<file path="src/hw/rtl/assert_macros.svh">
// Assertion macros included by the allocator top level.
`ifndef ASSERT_MACROS_SVH
`define ASSERT_MACROS_SVH

// Implication checked on every rising clk edge, off while arst_n is low.
`define ASSERT_CLK(label, prop, msg) \
	label: assert property (@(posedge clk) disable iff (!arst_n) (prop)) else $error(msg);

// Plain condition that must hold on every rising clk edge out of reset.
`define ASSERT_ALWAYS(label, cond, msg) \
	label: assert property (@(posedge clk) disable iff (!arst_n) (cond)) else $error(msg);

`endif

</file>
<file path="src/hw/rtl/ffpa_pkg.sv">
// Types and constants of the first-fit partition allocator.
package ffpa_pkg;

	localparam int MAX_PARTITIONS = 16;
	localparam int IDX_W = (MAX_PARTITIONS > 1) ? $clog2(MAX_PARTITIONS) : 1;

	localparam logic KIND_ADD   = 1'b0;
	localparam logic KIND_ALLOC = 1'b1;

	localparam logic [1:0] ST_ADDED     = 2'd0;
	localparam logic [1:0] ST_ALLOCATED = 2'd1;
	localparam logic [1:0] ST_NO_FIT    = 2'd2;
	localparam logic [1:0] ST_FULL      = 2'd3;

	typedef struct packed {
		logic        kind;
		logic [31:0] start_addr;
		logic [31:0] amount;
	} ffpa_req_t;

	typedef struct packed {
		logic [1:0]  status;
		logic [31:0] alloc_start;
		logic [31:0] alloc_end;
		logic [31:0] remaining_size;
		logic [3:0]  slot_index;
	} ffpa_res_t;

	// Priority chain link between neighboring cells.
	typedef struct packed {
		logic             taken;
		logic [IDX_W-1:0] idx;
	} ffpa_link_t;

endpackage

</file>
<file path="src/hw/rtl/ffpa_cell.sv">
// One table slot: holds a partition and claims a request if no earlier slot has.
module ffpa_cell import ffpa_pkg::*; (
	input  logic       clk,
	input  logic       arst_n,
	input  logic       en,
	input  ffpa_req_t  req,
	input  ffpa_link_t link_in,
	output ffpa_link_t link_out,
	input  ffpa_res_t  res_in,
	output ffpa_res_t  res_out,
	output logic       valid,
	output logic       hit
);

	logic        valid_q;
	logic [31:0] start_q;
	logic [31:0] size_q;
	logic        fits;
	logic [31:0] new_start;
	logic [31:0] new_size;

	// Valid slots always form a prefix, so the first empty slot is the append point.
	assign fits      = (req.kind == KIND_ALLOC) ? (valid_q && (size_q >= req.amount)) : !valid_q;
	assign hit       = en && !link_in.taken && fits;
	assign new_start = start_q + req.amount;
	assign new_size  = size_q - req.amount;

	assign link_out.taken = link_in.taken || hit;
	assign link_out.idx   = link_in.idx + IDX_W'(1);
	assign valid          = valid_q;

	always_comb begin
		res_out = res_in;
		if (hit) begin
			res_out = '0;
			res_out.slot_index = 4'(link_in.idx);
			if (req.kind == KIND_ALLOC) begin
				res_out.status         = ST_ALLOCATED;
				res_out.alloc_start    = start_q;
				res_out.alloc_end      = new_start;
				res_out.remaining_size = new_size;
			end else begin
				res_out.status = ST_ADDED;
			end
		end
	end

	always_ff @(posedge clk or negedge arst_n) begin
		if (!arst_n) begin
			valid_q <= 1'b0;
		end else if (hit && req.kind == KIND_ADD) begin
			valid_q <= 1'b1;
		end
	end

	always_ff @(posedge clk) begin
		if (hit) begin
			if (req.kind == KIND_ALLOC) begin
				start_q <= new_start;
				size_q  <= new_size;
			end else begin
				start_q <= req.start_addr;
				size_q  <= req.amount;
			end
		end
	end

endmodule
</file>
<file path="config.mk">
export PLATFORM = sky130hd
export DESIGN_NAME = ffpa_cell
export DESIGN_NICKNAME = d
export VERILOG_FILES = /design/src/hw/rtl/assert_macros.svh /design/src/hw/rtl/ffpa_pkg.sv /design/src/hw/rtl/ffpa_cell.sv
export SDC_FILE = /design/constraint.sdc
export NUM_CORES = 1
export LEC_CHECK = 0
export BUFFER_PORTS_ARGS = -buffer_cell sky130_fd_sc_hd__buf_2
export CORE_MARGIN = 2
export CORE_UTILIZATION = 50
export DETAILED_ROUTE_END_ITERATION = 6
export PLACE_DENSITY_LB_ADDON = 0.12
export SYNTH_ARGS = -nofsm -noshare
export SYNTH_HDL_FRONTEND = slang
export SYNTH_SLANG_ARGS = --single-unit
</file>
<file path="constraint.sdc">
create_clock -name clk -period 7.05 [get_ports clk]
set_input_delay 1.0575 -clock clk [delete_from_list [all_inputs] [get_ports clk]]
set_output_delay 1.0575 -clock clk [all_outputs]
set_load 0.05 [all_outputs]
</file>
==> summary.txt <==
Critical path
  • Kind of end point of the critical path: primary output
  • Worst EP arrival: 4.84 ns
  • Required arrival time at the worst endpoint: 5.99 ns
  • Worst reg2reg startpoint: size_q[0]$_DFFE_PP_
  • Startpoint class of the critical path: input pin
  • CP Max Fanout: 92
  • Start point of the critical path: req[0]
  • Critical path class: input pin to primary output

Timing
  • Fin crit period: 5.90 ns
  • Worst Hold Margin: 0.471 ns
  • Post-layout worst setup margin: 1.15 ns
  • Max Slew Vio Count: 0
  • Finish-stage setup viols: 0
  • Hold Vio Cnt, Final: 0
  • Max-slew headroom at the worst pin: 35.0%
  • Worst Skew: 0.00891 ns
  • Sum Neg Setup Slack: 0 ns
  • Final Cycle Share: 83.7%
  • Worst Tran Pin Value: 0.971 ns
  • Setup repair after global routing missed its margin: false
  • Max Fclk: 170 MHz

Pwr
  • Part of the power in the clock network: 27.1%
  • Portion of total power attributed to sequential cells: 29.8%
  • Internal Dissipation: 881 µW
  • Share of power burned in combinational logic: 43.0%
  • Fraction of power spent switching nets: 41.0%
  • Switching power summed over all nets: 613 µW
  • Maximum VDD drop: 0.117 mV
  • P per Cell Area: 164 mW/mm²
  • LEAKAGE: 0.00459 µW
  • Total design power: 1490 µW

Synthesis
  • Share of cell area taken by muxes after synthesis: 2.82%
  • Gate count of the mapped netlist: 982
  • Library cell with the largest summed area after synthesis: sky130_fd_sc_hd__edfxtp_1
  • Fraction of registers with async set or reset after synthesis: 1.54%
  • Post-synthesis cell area: 0.00742 mm²
  • Yosys warning total: 0
  • Syn nets: 1223
  • Synth top area share: 25.9%
  • Number of synthesized flops with an enable pin: 64
  • Commonest register cell after synthesis: sky130_fd_sc_hd__edfxtp_1
  • Netlist cell types: 58
  • Xor and xnor area share after synthesis: 6.85%
  • Simple-gate portion of the synthesized area: 17.7%
  • Mean Syn Cell Area: 7.55 µm²
  • Synthesized-area fraction occupied by ao, oa, aoi and oai cells: 28.5%
  • FF+latch count, synth: 65
  • Dominant combinational cell family by area after synthesis: compound AO/OA/AOI/OAI gates
  • Adder-Cell Fraction of Synth Area: 11.3%
  • Largest cells by area after synthesis: sky130_fd_sc_hd__edfxtp_1 (26%), sky130_fd_sc_hd__o21ai_0 (11%), sky130_fd_sc_hd__ha_1 (11%)
  • Register area share after synthesis: 26.3%

Layout
  • Design area: 0.00913 mm²
  • Signed area change from the synthesized netlist to the final layout: 23.1%
  • N_diodes: 0
  • Number of nets in the layout: 1470
  • Ratio of cells with drive above 1 in the final layout: 26.1%
  • Count of fill cells added during filler insertion: 1399

Clocking
  • Clock sinks: 65
  • CTS tree: built
  • CTS root buffer: sky130_fd_sc_hd__clkbuf_16
  • Maximum level of the CTS H-tree: 3
  • Setup repair bufs after CTS: 0
  • Post-CTS clock slew at the launch and capture registers of the worst setup and hold paths: 0.06 ns
  • Number of buffers between clock root and the deepest sink: 2
  • Clock Latency Late Sink: 0.35 ns
  • Post-cts hold buffer count: 0
  • TritonCTS Buffers: 9
  • Number of gates given a new drive strength after cts: 0

Floorplanning
  • DIE WIDTH: 126 µm
  • Area of the core: 0.0145 mm²
  • # rows: 44
  • Starting density of the core: 51.0%
  • Die span in y: 126 µm
  • I/O pin count: 284
  • Die Outline Area: 0.0158 mm²

Hold path
  • Worst hold-check path type: input pin to async pin

Route
  • Post-detailed-route wirelength per cell: 16.9 µm
  • Residual antenna-violating net count after detailed routing: 0
  • Total iterations of the first detailed-routing run: 7
  • DR vias: 8063
  • Total wirelength of the detailed-routed design: 23900 µm
  • Detailed-route vias per instance: 5.69
  • DRC violations left: 0
  • Initial drt markers: 707

Global route
  • Initial antenna violation count: 0
  • Maximum number of pins on one net before global-route repair: 93
  • Global router's overall resource usage: 30.0%
  • First-pass GRT wire length: 38300 µm
  • Via count of the first global-routing pass: 7607
  • Residual overflow from global routing: 0

Placement
  • Port Buffer Count: 283
  • Placer's final routability congestion estimate: 0.912
  • Detailed-placement wirelength estimate: 18600 µm
  • Area of placed instances: 0.00889 mm²
  • Setup slack after placement: 1.17 ns

Status
  • Outcome: finished, final reports clean

Flow run
  • MaxCap Viol Count: 0
routing by layer:
metal	GRT usage [%]	routed length (µm)	vias up
met5	0	0	-
met4	8.21	463	0
met3	6.63	1840	39
met2	47.2	10800	327
met1	41.7	10800	3703
li1	-	-	3994
sequential cells by signal, summed over array words and instances, names as in the netlist:
register and count:
start_q 32, valid 1, size_q 32
per-stage QoR:
| stage | util, % | std cells |
|---|---|---|
| global route | 62.8 | 1416 |
| floorplan | - | 982 |
| finish | 62.8 | 1416 |
| detailed placement | 61.1 | 1402 |
| CTS | 62.8 | 1416 |
| global placement | 61.1 | 1402 |
synth_stat cells (all sizes together) (7+ instances only):
cell type  instances
a21o              35
a21oi             70
a22o               8
a31oi              8
and3              12
buf               22
clkbuf            29
edfxtp            64
ha                64
inv               71
mux2              15
nand2            190
nand2b            10
nand3             14
nand4             10
nor2              30
nor2b              7
o211ai             7
o21ai            172
o21bai             9
xnor2             30
xor2              28
power by group through the flow:
stage	sequential, µW	clock [µW]	combinational, µW
floorplan	452	0	454
global placement	453	0	629
detailed placement	454	0	633
CTS	446	406	639
global route	446	425	697
finish	446	405	643
cell families (layout without fill, tap and decap cells):
| group | count (synthesis) | after routing |
|---|---|---|
| buf+inv | 122 | 372 |
| xor+xnor | 58 | 58 |
| fa+ha+maj | 66 | 66 |
| simple gates | 298 | 298 |
| compound gates | 354 | 354 |
| mux | 19 | 19 |
| flops | 65 | 65 |
critical path, cell delays in order:
cell and delay (ns):
sky130_fd_sc_hd__buf_2 0.11, sky130_fd_sc_hd__ha_1 0.17, sky130_fd_sc_hd__inv_1 0.06, sky130_fd_sc_hd__fa_1 0.39, sky130_fd_sc_hd__a21oi_1 0.23, sky130_fd_sc_hd__o211ai_1 0.15, sky130_fd_sc_hd__a21oi_2 0.26, sky130_fd_sc_hd__o221ai_2 0.21
sky130_fd_sc_hd__o211ai_1 0.26, sky130_fd_sc_hd__o21a_4 0.69, sky130_fd_sc_hd__buf_4 0.66, sky130_fd_sc_hd__and2_1 0.21, sky130_fd_sc_hd__a31o_2 0.09, sky130_fd_sc_hd__buf_2 0.25
cells in the final DEF (no fill, tap or decap), types with 28 or more instances in the layout:
cell                       count
sky130_fd_sc_hd__xnor2_1      30
sky130_fd_sc_hd__o21ai_0     168
sky130_fd_sc_hd__a21o_1       35
sky130_fd_sc_hd__edfxtp_1     64
sky130_fd_sc_hd__a21oi_1      69
sky130_fd_sc_hd__nand2_1     190
sky130_fd_sc_hd__inv_1        70
sky130_fd_sc_hd__buf_2       282
sky130_fd_sc_hd__ha_1         64
sky130_fd_sc_hd__xor2_1       28
sky130_fd_sc_hd__nor2_1       30
final cells by class:
cell class	count	area, µm²	area share (%)
clock buffers	12	236	2.59
clock inverters	2	7.51	0.0822
inverters	71	267	2.92
multi-input cells	795	4990	54.7
flip-flops and latches	65	1950	21.3
well taps	184	230	2.52
repair buffers	287	1450	15.9
path summary, 6_finish.rpt:
path | end | slack (ns) | depth (start not counted)
worst max-delay path | res_out[45] | 1.15 | 14
worst min-delay path | valid$_DFFE_PN0P_ | 0.47 | 1
worst max register to register | size_q[14]$_DFFE_PP_ | 3.46 | 12
worst min register to register | valid$_DFFE_PN0P_ | 0.54 | 1
max in group asynchronous | valid$_DFFE_PN0P_ | 6.50 | 1
min in group clk | valid$_DFFE_PN0P_ | 0.54 | 1
Note: power is estimated with default switching activity, not from simulation.
